File: src/rtl/rsem_pkg.sv
// ----------------------------------------------------------------------------
// rsem_pkg
// shared types and constants of the rgb sobel energy map block
// ----------------------------------------------------------------------------
package rsem_pkg;

  // frame limits
  localparam int MAX_WIDTH  = 2048;
  localparam int MAX_HEIGHT = 2048;

  // counter and size widths
  localparam int COL_W = $clog2(MAX_WIDTH);
  localparam int ROW_W = $clog2(MAX_HEIGHT);
  localparam int WID_W = $clog2(MAX_WIDTH + 1);
  localparam int HGT_W = $clog2(MAX_HEIGHT + 1);

  // register port
  localparam int CFG_W     = 12;
  localparam int CFG_IDX_W = 2;
  localparam logic [CFG_IDX_W-1:0] REG_FRAME_WIDTH  = 2'd0;
  localparam logic [CFG_IDX_W-1:0] REG_FRAME_HEIGHT = 2'd1;
  localparam int WIDTH_RESET  = (640 > MAX_WIDTH) ? MAX_WIDTH : 640;
  localparam int HEIGHT_RESET = (480 > MAX_HEIGHT) ? MAX_HEIGHT : 480;

  // pixel and result fields
  localparam int PIX_W      = 8;
  localparam int ENERGY_W   = 15;
  localparam int OUT_COL_W  = 11;
  localparam int OUT_ROW_W  = 11;

  // gray conversion: sum / 3 as a multiply by a reciprocal
  localparam int SUM3_W   = PIX_W + 2;
  localparam int DIV3_MUL = 683;
  localparam int DIV3_SH  = 11;

  // gradient and magnitude
  localparam int GRAD_W = PIX_W + 3;
  localparam int MAG_W  = GRAD_W - 1;
  localparam int SQ_W   = 2 * MAG_W;
  localparam int SSQ_W  = SQ_W + 1;
  localparam int FRAC_W = 4;
  localparam int ROOT_W = ENERGY_W;
  localparam int RAD_W  = 2 * ROOT_W;

  typedef struct packed {
    logic [PIX_W-1:0] red;
    logic [PIX_W-1:0] green;
    logic [PIX_W-1:0] blue;
  } pixel_t;

  typedef struct packed {
    logic [ENERGY_W-1:0]  energy;
    logic [OUT_COL_W-1:0] out_col;
    logic [OUT_ROW_W-1:0] out_row;
    logic                 last_in_run;
    logic                 frame_done;
  } result_t;

  typedef struct packed {
    logic [PIX_W-1:0] upper;
    logic [PIX_W-1:0] middle;
  } line_t;

endpackage

File: src/rtl/rsem_isqrt.sv
// ----------------------------------------------------------------------------
// rsem_isqrt
// bit-serial integer square root, one root bit per cycle
// ----------------------------------------------------------------------------
module rsem_isqrt (
  input  logic                       clk,
  input  logic                       rst,
  input  logic                       start,
  input  logic [rsem_pkg::RAD_W-1:0] radicand,
  output logic                       done,
  output logic [rsem_pkg::ROOT_W-1:0] root
);
  import rsem_pkg::*;

  localparam int REM_W = ROOT_W + 2;
  localparam int CNT_W = $clog2(ROOT_W);

  logic [RAD_W-1:0] rad;
  logic [REM_W-1:0] rem;
  logic [REM_W-1:0] rem_sh;
  logic [REM_W-1:0] trial;
  logic [CNT_W-1:0] cnt;
  logic             busy;

  assign rem_sh = {rem[REM_W-3:0], rad[RAD_W-1 -: 2]};
  assign trial  = {root, 2'b01};

  always_ff @(posedge clk) begin
    if (rst) begin
      busy <= 1'b0;
      done <= 1'b0;
    end else if (start) begin
      busy <= 1'b1;
      done <= 1'b0;
      rad  <= radicand;
      rem  <= '0;
      root <= '0;
      cnt  <= '0;
    end else begin
      done <= busy && (cnt == CNT_W'(ROOT_W - 1));
      if (busy) begin
        if (rem_sh >= trial) begin
          rem  <= rem_sh - trial;
          root <= {root[ROOT_W-2:0], 1'b1};
        end else begin
          rem  <= rem_sh;
          root <= {root[ROOT_W-2:0], 1'b0};
        end
        rad <= rad << 2;
        cnt <= cnt + CNT_W'(1);
        if (cnt == CNT_W'(ROOT_W - 1)) begin
          busy <= 1'b0;
        end
      end
    end
  end

endmodule

File: config.mk
export PLATFORM = sky130hd
export DESIGN_NAME = rsem_isqrt
export DESIGN_NICKNAME = d
export VERILOG_FILES = /design/src/rtl/rsem_pkg.sv /design/src/rtl/rsem_isqrt.sv
export SDC_FILE = /design/constraint.sdc
export NUM_CORES = 1
export LEC_CHECK = 0
export BUFFER_PORTS_ARGS = -buffer_cell sky130_fd_sc_hd__buf_4
export CORE_MARGIN = 2
export CORE_UTILIZATION = 54
export CTS_BUF_LIST = sky130_fd_sc_hd__clkbuf_8
export DETAILED_ROUTE_END_ITERATION = 10
export GPL_ROUTABILITY_DRIVEN = 0
export GPL_TIMING_DRIVEN = 0
export PLACE_DENSITY = 0.78
export SLEW_MARGIN = 20
export SYNTH_ARGS = -nofsm -noshare
export SYNTH_HDL_FRONTEND = slang
export SYNTH_SLANG_ARGS = --single-unit
export TNS_END_PERCENT = 10
File: constraint.sdc
create_clock -name clk -period 3.9 [get_ports clk]
set_input_delay 0.39 -clock clk [delete_from_list [all_inputs] [get_ports clk]]
set_output_delay 0.39 -clock clk [all_outputs]
set_load 0.1 [all_outputs]
==> impl_results.md, run 1 <==
* Clock share of power at 28.6%
* R2r worst-path depth at 7
* Post-synth EDFFs at 64
* Maxcap violations at 0
* Drt pass-1 iters at 4
* Outcome: finished, final reports clean
* Die height at 85.5 um
* Number of H-tree levels at 3
* Largest net degree at the start of global routing at 30
* LEAKAGE at roughly 1.7 nW
* Port Buffer Count at 47
* Slew Viols, Final at 0
* Worst Skew at ~0.012 ns
* Antenna violations before repair at 0
* Count of different cell masters after synthesis at 47
* WP buf/inv at 1
* YS warnings at 0
* Mapped Cells at 306
* DP HPWL at ~5400 um
* Rel. slew slack at between 50% and 60%
* WP data arrival at 2.88 ns
* Root Buffer: clkbuf_8
* Instance count on the critical path at 7
* Die area at 7320 sq um
* Clk buf depth at 2
* Seq pwr share at 47.0%
* Num Clock Sinks at 66
* Cts bufs inserted at 9
* Gr ovfl total at 0
* Gr usage total at 21.9%
* Final min period at 2.74 ns
* XOR/XNOR Fraction of Synth Area at under 10%
* Average cell area after synthesis at 11.7 sq um
* Crit. End Element: register
* Synthesized cell area at 3590 sq um
* Final Non-Filler Cells at 448
* DR vias at 2626
* Postcts setup bufs at 0
* Simple-gate area share of the yosys netlist at 10.6%
* Io pins at 49
* Max VDD drop at 0.310 mV
* Seq/Total Area, Yosys at a little over half
* CTS tree: yes
* WL/cell at 16.6 um
* # placed instances at 432
* Core Area at 6390 sq um
* Die width at 85.5 um
* Final setup margin at roughly 1.2 ns
* Crit share post-route at 70.2%
* First-pass GRT wire length at 12300 um
* Crit path kind: reg -> reg
* Syn_nets at between 300 and 400
* Tot Pwr at 1.84 mW
* Ys flop type: edfxtp_1
* Logic pwr share at 24.4%
* Total negative slack at 0 ns
* PostCTS Resize Cnt at 0
* FF+latch count, synth at between 60 and 70
* Post-Layout Inst Area at 4270 sq um
* Switching share of power at between 30% and 40%
* Ys async rst share at 0%
* Fmax at about 0.37 GHz
* CP max stage delay at 0.58 ns
* Family with the most delay on the worst path: compound AO/OA/AOI/OAI gates
* CP required at ~4 ns
* Placed instance area at 4090 sq um
* Pint at 1.25 mW
* Sw Pwr at between 0.5 and 0.6 mW
* CP Launch Type: register
* Share of layout cells above drive strength 1 at 29.1%
* Worst Path Max Fanout at 10
* Compound-gate portion of the synthesized area at 11.9%
* Power density cells at 431 nW/um^2
* Clock-pin slew of the registers on the worst-case setup and hold paths at 0.08 ns
* Final setup viols at 0
* Post-synth top area cell: edfxtp_1
* Skew-Pair Late Insertion Delay at 0.35 ns
* Vias in the first global route at 2658
* Iteration-0 DRC Markers at 187
* Min Hold Slack at around 0.24 ns
* Vias per cell at a little under 6
* Row count at 29
* Remaining antenna violation count at 0
* Area growth syn-to-layout at 19.0%
* Top post-synthesis cells by area: edfxtp_1 (54%), mux2_2 (8.8%), ha_1 (6.6%)
* Hold depth at 2
* Slew @ Worst Pin at ~0.66 ns
* Antenna diodes at 0
* Adder-Cell Fraction of Synth Area at 6.62%
* Drt drc at 0
* Final Hold Fails at 0
* Largest family of logic cells by synthesized area: compound AO/OA/AOI/OAI gates
* CTS Hold Bufs at 0
* DP Worst Slack at 1.22 ns
* Fin util at 66.9%
* Total wire length at 7420 um
* Unrepaired setup endpoints after global routing: no
* Top cell type's share of synthesized area at approximately 54%
* Initial core utilization at 56.2%
* Number of fill cells at 505
* Post-synthesis mux area share at 8.78%
* Nets at about 420
* Hold Crit Class: in -> reg
* Slowest-stage cell, CP: a211oi_1
* CP Cell Sequence: ha_1 -> a21o_1 -> a21o_1 -> a211oi_1 -> buf_4 -> nand2_2 -> a211oi_1
worst register-to-register path, stage by stage (launching register included):
cell and delay [ns]:
edfxtp_1 0.41, ha_1 0.34, a21o_1 0.19, a21o_1 0.18
a211oi_1 0.58, buf_4 0.32, nand2_2 0.15, a211oi_1 0.34
state kept, by name, summed over array words and instances, names as in the netlist:
name  flops
cnt       4
rem      15
done      1
rad      30
root     15
busy      1
logic make-up (layout without fill, tap and decap cells):
logic type	count (synthesis)	after routing
multiplexers	28	28
adder cells (fa/ha/maj)	19	19
XOR/XNOR	12	12
buffers and inverters	38	103
flip-flops	66	66
AND/OR/NAND/NOR	79	79
AO/OA/AOI/OAI	64	64
power by group through the flow:
| stage | logic, mW | registers [mW] | clock network [mW] |
|---|---|---|---|
| floorplan | 0.265 | 0.946 | 0 |
| global placement | 0.426 | 0.885 | 0 |
| detailed placement | 0.443 | 0.882 | 0 |
| CTS | 0.446 | 0.866 | 0.537 |
| global route | 0.490 | 0.871 | 0.566 |
| finish | 0.449 | 0.865 | 0.525 |
layout make-up:
cell class                 instances  area (sq um)  area share [%]
clock buffer                       9           124            2.90
sequential                        66          1960            45.9
buffer                            15          75.1            1.76
timing repair buffer              49           400            9.37
multi-input combinational        202          1470            34.5
inverter                          23          86.3            2.02
tap                               77          96.3            2.26
clock inverter                     7          53.8            1.26
final timing paths:
check / to / start / slack, ns
setup / recovery: rem[8] / rem[12] / 1.16
hold / removal: done / rst / 0.24
setup reg to reg: rem[8] / rem[12] / 1.16
hold reg to reg: done / busy / 0.48
layer usage:
| metal | global-route usage, % | wire (um) | vias to the layer above |
|---|---|---|---|
| met3 | 6.74 | 636 | 11 |
| met2 | 35.3 | 3550 | 111 |
| li1 | - | - | 1264 |
| met4 | 7.79 | 93 | 0 |
| met1 | 28.3 | 3150 | 1240 |
| met5 | 0 | 0 | - |
placed cells by master (no fill, tap or decap), types with 3 or more instances in the layout:
| cell type | synthesis | routed |
|---|---|---|
| o21ai_0 | 9 | 9 |
| inv_1 | 23 | 23 |
| nand4_1 | 7 | 7 |
| buf_2 | 4 | 4 |
| a21oi_1 | 21 | 21 |
| and2_1 | 3 | 3 |
| mux2_2 | 28 | 28 |
| nor3_1 | 9 | 9 |
| clkinvlp_4 | 0 | 3 |
| buf_4 | 1 | 48 |
| nand2_1 | 11 | 11 |
| clkbuf_1 | 6 | 6 |
| edfxtp_1 | 64 | 64 |
| nor2_1 | 27 | 26 |
| a211oi_1 | 7 | 7 |
| xnor2_1 | 7 | 7 |
| o21a_1 | 5 | 5 |
| o2bb2ai_1 | 3 | 3 |
| xor2_1 | 5 | 5 |
| nand3_1 | 10 | 10 |
| ha_1 | 19 | 19 |
| clkbuf_8 | 0 | 9 |
synth_stat cells, types with 2 or more instances:
| cell type | n |
|---|---|
| edfxtp_1 | 64 |
| mux2_2 | 28 |
| nor2_1 | 27 |
| inv_1 | 23 |
| a21oi_1 | 21 |
| ha_1 | 19 |
| nand2_1 | 11 |
| nand3_1 | 10 |
| nor3_1 | 9 |
| o21ai_0 | 9 |
| a211oi_1 | 7 |
| nand4_1 | 7 |
| xnor2_1 | 7 |
| clkbuf_1 | 6 |
| o21a_1 | 5 |
| xor2_1 | 5 |
| buf_2 | 4 |
| and2_1 | 3 |
| o2bb2ai_1 | 3 |
| a211o_1 | 2 |
| a21o_1 | 2 |
| a31oi_1 | 2 |
| and3_1 | 2 |
| clkbuf_2 | 2 |
| dfxtp_1 | 2 |
| nand2b_1 | 2 |
| nor2b_1 | 2 |
| nor4_1 | 2 |
| o221ai_1 | 2 |
Note: power is estimated with default switching activity, not from simulation.
==> inputs of run 2 (changes only) <==
Settings changed: ABC_AREA set to 1, PLACE_DENSITY 0.78 to 0.77.
Clock period 3.9 ns to 2.37 ns, I/O delays scaled along.
==> run 2 against run 1 <==
Sequential power grew 64%. Global-route usage rose by 0.54 points. Largest power group unchanged. Total power rose by 85%. Critical path depth increased by 3. Core utilization increased by 1.4 points. Hold slack lost 0.16 ns. Setup slack worse by 0.91 ns. Critical endpoint is now rem[9].
==> impl_results.md, run 2 <==
* CTS tree: yes
* Slew @ Worst Pin at 0.543 ns (-0.113 ns)
* Postcts setup bufs at 0 (unchanged)
* Die height at 88.8 um (+3.8%)
* Root Buffer: clkbuf_8
* Register area at 1960 sq um (unchanged)
* Ys async rst share at 0% (unchanged)
* Maxcap violations at 0 (unchanged)
* Area growth syn-to-layout at 20.9%
* Final min period at 2.12 ns (-0.623 ns)
* Outcome: finished, final reports clean
* Post-synth EDFFs at 64 (unchanged)
* Port Buffer Count at 47 (unchanged)
* Average cell area after synthesis at 8.20 sq um (-30%)
* CP required at 2.48 ns (-1.56 ns)
* Skew-Pair Late Insertion Delay at 0.35 ns (about the same)
* Multi-input logic area at 1600 sq um (+8.8%)
* Post-synth top area cell: edfxtp_1
* Clock share of power at 34.0% (+5.4 points)
* Vias per cell at 4.94 (-16%)
* R2r worst-path depth at 10 (+3)
* DR vias at 3136 (+19%)
* Crit share post-route at 89.3% (+19 points)
* Worst R2R End: rem[9]
* Fin util at 68.3% (+1.4 points)
* Post-synthesis mux area share at 0% (-8.8 points)
* Share of layout cells above drive strength 1 at 17.3% (-12 points)
* Adder-Cell Fraction of Synth Area at 6.13% (-0.50 points)
* CTS Hold Bufs at 0 (unchanged)
* Antenna diodes at 0 (unchanged)
* LEAKAGE at 2.31 nW (+38%)
* Sw Pwr at 1.03 mW (+75%)
* Antenna violations before repair at 0 (unchanged)
* Final Non-Filler Cells at 635 (+42%)
* Gr ovfl total at 0 (unchanged)
* WL/cell at 12.7 um (-23%)
* Ys flop type: edfxtp_1
* Largest register FFs at 30 (unchanged)
* Core Area at 6870 sq um (+7.6%)
* Simple-gate area share of the yosys netlist at 31.8% (+21 points)
* Die width at 88.8 um (+3.8%)
* Nets at 586 (+40%)
* WP buf/inv at 3 (+2)
* CP max stage delay at 0.39 ns (-0.19 ns)
* First-pass GRT wire length at 13300 um (+8.3%)
* Worst Skew at 0.0111 ns (-0.00102 ns)
* Final Hold Fails at 0 (unchanged)
* Placed instance area at 4450 sq um (+8.6%)
* Fmax at 0.473 GHz (+29%)
* Final setup margin at 0.254 ns (-0.907 ns)
* Clk buf depth at 2 (unchanged)
* Hold Crit Class: in -> reg
* CP Launch Type: register
* Iteration-0 DRC Markers at 198 (+5.9%)
* PostCTS Resize Cnt at 0 (unchanged)
* Worst Setup EP: rem[9]
* Row count at 30 (+3.4%)
* Number of H-tree levels at 3 (unchanged)
* Max VDD drop at 0.422 mV (+36%)
* Min Hold Slack at 0.0806 ns (-0.158 ns)
* Top post-synthesis cells by area: edfxtp_1 (50%), nand2_1 (18%), ha_1 (6.1%)
* Io pins at 49 (unchanged)
* Top cell type's share of synthesized area at 49.5% (-4.0 points)
* Die area at 7880 sq um (+7.7%)
* Largest regs: rad x30, rem x15, root x15
* Total wire length at 8070 um (+8.7%)
* Tot Pwr at 3.41 mW (+85%)
* Commonest non-fill, non-tap cells in the layout: nand2_1 (185), edfxtp_1 (64), inv_1 (60), nor2_1 (57), buf_4 (48)
* DP Worst Slack at 0.283 ns (-0.941 ns)
* Power density cells at 726 nW/um^2 (+69%)
* Rel. slew slack at 63.8% (+7.8 points)
* Largest net degree at the start of global routing at 25 (-17%)
* Syn_nets at 525 (+47%)
* List of most frequent post-synthesis cells: nand2_1 (185), edfxtp_1 (64), inv_1 (59)
* Slowest-stage cell, CP: edfxtp_1
* XOR/XNOR Fraction of Synth Area at 1.81% (-1.1 points)
* Total negative slack at 0 ns (unchanged)
* WP data arrival at 2.23 ns (-0.65 ns)
* Vias in the first global route at 3001 (+13%)
* Pint at 2.37 mW (+90%)
* Num Clock Sinks at 66 (unchanged)
* Drt pass-1 iters at 5 (+1)
* Initial core utilization at 56.5% (+0.27 points)
* Final setup viols at 0 (unchanged)
* # placed instances at 619 (+43%)
* Count leader, synth: nand2_1
* DP HPWL at 6020 um (+11%)
* FF-to-FF Start: rem[12]
* Slew Viols, Final at 0 (unchanged)
* Origin of the worst setup path: rem[12]
* Number of fill cells at 554 (+9.7%)
* Family with the most delay on the worst path: simple AND/OR/NAND/NOR gates
* Mapped Cells at 473 (+55%)
* Logic pwr share at 24.3% (about the same)
* Remaining antenna violation count at 0 (unchanged)
* Crit path kind: reg -> reg
* Largest family of logic cells by synthesized area: simple AND/OR/NAND/NOR gates
* Worst Path Max Fanout at 10 (unchanged)
* Synthesized cell area at 3880 sq um (+8.1%)
* Cts bufs inserted at 9 (unchanged)
* Count of different cell masters after synthesis at 32 (-32%)
* CP Cell Sequence: ha_1 -> inv_1 -> nor3_1 -> and2_2 -> nand2_4 -> nand2_2 -> buf_6 -> nand3_1 -> clkinv_1 -> nor2_1
* Largest reg by FF count: rad
* FF+latch count, synth at 66 (unchanged)
* Instance count on the critical path at 10 (+3)
* Leading cell type in the layout, fill and taps excluded: nand2_1
* Seq/Total Area, Yosys at 50.6% (-4.1 points)
* Crit. End Element: register
* Post-Layout Inst Area at 4690 sq um (+9.8%)
* YS warnings at 0 (unchanged)
* Gr usage total at 22.5% (+0.54 points)
* Switching share of power at 30.3% (-1.7 points)
* Unrepaired setup endpoints after global routing: no
* Drt drc at 0 (unchanged)
* Seq pwr share at 41.8% (-5.2 points)
* Compound-gate portion of the synthesized area at 1.35% (-11 points)
* Reg2reg setup slack at 0.25 ns (-0.91 ns)
* Clock-pin slew of the registers on the worst-case setup and hold paths at 0.08 ns (about the same)
## run 2: changes by cell type in the layout (fill, tap and decap cells not counted), moves of 6 or more
| cell | change |
|---|---|
| nand3b_1 | +10 |
| inv_1 | +37 |
| a21oi_1 | -15 |
| nor2_1 | +31 |
| nor3_1 | -8 |
| a211oi_1 | -7 |
| nand2_1 | +174 |
| mux2_2 | -28 |
| o21ai_0 | -7 |
| nand2_2 | +6 |
## run 2: routing by layer
| metal | up-vias | part of all wire [%] | GRT usage [%] | wire length, um |
|---|---|---|---|---|
| li1 | 1605 | - | - | - |
| met2 | 101 | 49 | 38.3 | 3960 |
| met1 | 1410 | 42 | 27.8 | 3390 |
| met3 | 20 | 6.5 | 5.41 | 523 |
| met4 | 0 | 2.4 | 8.26 | 193 |
| met5 | - | 0 | 0 | 0 |
## run 2: layout make-up
type | count | area share, %
tap | 96 | 2.56
sequential | 66 | 41.8
buffer | 14 | 1.71
inverter | 65 | 5.23
clock buffer | 9 | 2.64
timing repair buffer | 50 | 9.28
clock inverter | 7 | 2.53
multi-input combinational | 328 | 34.2
## run 2: cell families after synthesis
family,after synthesis
DFF,66
adders and majority gates,19
AOI/OAI and AO/OA,10
xor gates and xnor gates,8
buffers and inverters,79
and+or+nand+nor,291
## run 2: worst min path at each step
stage | from | to | slack [ns] | cells past startpoint
2_1_floorplan | rst | done | 0.32 | 1
3_3_place_gp | rst | done | 0.44 | 2
3_5_place_dp | rst | done | 0.45 | 2
4_1_cts | rst | done | 0.07 | 2
5_1_grt | rst | done | 0.07 | 2
6_report | rst | done | 0.08 | 2
## run 2: power groups by stage
stage / Sequential [mW] / Combinational, mW / Clock [mW]
after floorplan: 1.55 / 0.496 / 0
after detailed placement: 1.45 / 0.822 / 0
after global routing: 1.43 / 0.920 / 1.21
after global placement: 1.45 / 0.780 / 0
final: 1.42 / 0.827 / 1.16
after CTS: 1.42 / 0.828 / 1.17
==> inputs of run 3 (changes only) <==
Settings changed: ABC_CLOCK_PERIOD_IN_PS set to 2370, PLACE_DENSITY 0.77 to 0.84.
==> run 3 against run 2 <==
Largest power group unchanged. Clock skew increased by 0.0017 ns. Highest routed layer unchanged. Fmax fell by 1.0%. Setup slack worse by 0.022 ns. Die area unchanged. Largest cell class unchanged. Clock power hardly changed. Sequential share of layout area increased by 0.25 points. Clock-buffer cell count is the same.
==> impl_results.md, run 3 (synthesis gave the netlist of run 2 again) <==
* Met1 WL at 3520 um (+3.6%)
* Placed instance area at 4420 sq um (-0.62%)
* Max layer used: met4
* Area growth syn-to-layout at 20.2%
* Crit. End Element: register
* Vias per cell at 5.04 (+2.1%)
* Number of fill cells at 560 (+1.1%)
* Initial core utilization at 56.5% (unchanged)
* Register area at 1960 sq um (unchanged)
* Worst Skew at 0.0127 ns (+0.00165 ns)
* DR vias at 3197 (+1.9%)
* Hold Crit Class: in -> reg
* Worst Path Max Fanout at 10 (unchanged)
* Die width at 88.8 um (unchanged)
* Clk buf depth at 2 (unchanged)
* Final setup viols at 0 (unchanged)
* Drt pass-1 iters at 6 (+1)
* Metal3 WL at 516 um (-1.3%)
* PostCTS Resize Cnt at 0 (unchanged)
* Slew @ Worst Pin at 0.740 ns (+0.197 ns)
* FF-to-FF Start: root[12]
* Multi-input logic area at 1600 sq um (unchanged)
* Cts bufs inserted at 9 (unchanged)
* Crit path kind: reg -> reg
* Total wire length at 8190 um (+1.4%)
* Die area at 7880 sq um (unchanged)
* Power density cells at 731 nW/um^2 (+0.60%)
* WP data arrival at 2.24 ns (about the same)
* Final Non-Filler Cells at 634 (-0.16%)
* Vias in the first global route at 3052 (+1.7%)
* CP required at 2.48 ns (about the same)
* Outcome: finished, final reports clean
* Drt drc at 0 (unchanged)
* Antenna diodes at 0 (unchanged)
* Largest reg by FF count: rad
* Gr ovfl total at 0 (unchanged)
* Min-Delay Startpoint: rst
* CTS tree: yes
* Share of layout cells above drive strength 1 at 17.1% (-0.15 points)
* Root Buffer: clkbuf_8
* Postcts setup bufs at 0 (unchanged)
* Final min period at 2.14 ns (+0.0217 ns)
* Rel. slew slack at 50.5% (-13 points)
* Skew-Pair Late Insertion Delay at 0.35 ns (about the same)
* Remaining antenna violation count at 0 (unchanged)
* Clock-pin slew of the registers on the worst-case setup and hold paths at 0.08 ns (about the same)
* Io pins at 49 (unchanged)
* Core Area at 6870 sq um (unchanged)
* CP Launch Type: register
* WL/cell at 12.9 um (+1.6%)
* Maxcap violations at 0 (unchanged)
* Crit share post-route at 90.2% (+0.92 points)
* Port Buffer Count at 47 (unchanged)
* Num Clock Sinks at 66 (unchanged)
* DP HPWL at 6140 um (+1.9%)
* Unrepaired setup endpoints after global routing: no
* LEAKAGE at 2.30 nW (-0.55%)
* CTS Hold Bufs at 0 (unchanged)
* Commonest non-fill, non-tap cells in the layout: nand2_1 (185), edfxtp_1 (64), inv_1 (60), nor2_1 (57), buf_4 (48)
* Gr usage total at 22.8% (+0.32 points)
* Iteration-0 DRC Markers at 285 (+44%)
* Number of H-tree levels at 3 (unchanged)
* # placed instances at 618 (-0.16%)
* Antenna violations before repair at 0 (unchanged)
* Fmax at 0.468 GHz (-1.0%)
* Row count at 30 (unchanged)
* Slew Viols, Final at 0 (unchanged)
* Post-Layout Inst Area at 4660 sq um (-0.59%)
* Final Hold Fails at 0 (unchanged)
* Largest register FFs at 30 (unchanged)
* Wire length on met2 at 4040 um (+2.1%)
* Largest regs: rad x30, rem x15, root x15
* Max VDD drop at 0.470 mV (+11%)
* Origin of the worst setup path: root[12]
* Largest net degree at the start of global routing at 25 (unchanged)
* First-pass GRT wire length at 13700 um (+2.9%)
* Nets at 585 (-0.17%)
* Die height at 88.8 um (unchanged)
* Leading cell type in the layout, fill and taps excluded: nand2_1
## run 3: cell count changes in the layout (fill, tap and decap cells not counted), sizes merged
cell | previous run | this run
clkinv | 3 | 4
inv | 65 | 64
buf | 55 | 54
## run 3: path summary, 6_finish.rpt
check	end	slack (ns)	cells past startpoint
worst max register to register	rem[9]	0.23	11
worst min-delay path	done	0.08	2
worst min register to register	rad[26]	0.52	2
worst max-delay path	rem[9]	0.23	11
## run 3: through the flow
step,hold WS (ns),util (%),TNS [ns],setup slack (ns),total power [mW]
after global routing,0.0775,67.9,0,0.0871,3.55
after detailed placement,0.445,64.3,0,0.278,2.26
after floorplan,0.316,-,-1.76,-0.160,2.05
after global placement,0.438,63.5,-15.35,-0.240,2.22
after CTS,0.0653,67.9,0,0.242,3.41
final,0.0796,67.9,0,0.232,3.41
## run 3: where the power goes
part	switching (mW)	internal (mW)	total, mW
registers	0.0336	1.39	1.42
clock network	0.463	0.698	1.16
logic	0.545	0.278	0.823
total	1.04	2.37	3.41
## run 3: layer usage
metal | global-route usage, % | up-vias
li1 | - | 1606
met1 | 29.9 | 1458
met2 | 38.4 | 119
met3 | 3.92 | 14
met4 | 7.71 | 0
met5 | 0 | -
## run 3: layout make-up
| class | count | area share (%) |
|---|---|---|
| flip-flops and latches | 66 | 42.1 |
| clock buffers | 9 | 2.66 |
| plain buffers | 14 | 1.72 |
| multi-input cells | 328 | 34.4 |
| inverters | 65 | 5.26 |
| repair buffers | 49 | 8.75 |
| well taps | 96 | 2.58 |
| clock inverters | 7 | 2.55 |
## run 3: critical path: stages (launching register included)
cell	delay, ns
edfxtp_1	0.36
inv_1	0.06
ha_1	0.34
inv_1	0.08
nor3_1	0.27
and2_2	0.23
nand2_4	0.07
nand2_2	0.09
buf_6	0.16
nand3_1	0.11
clkinv_1	0.07
nor2_1	0.04
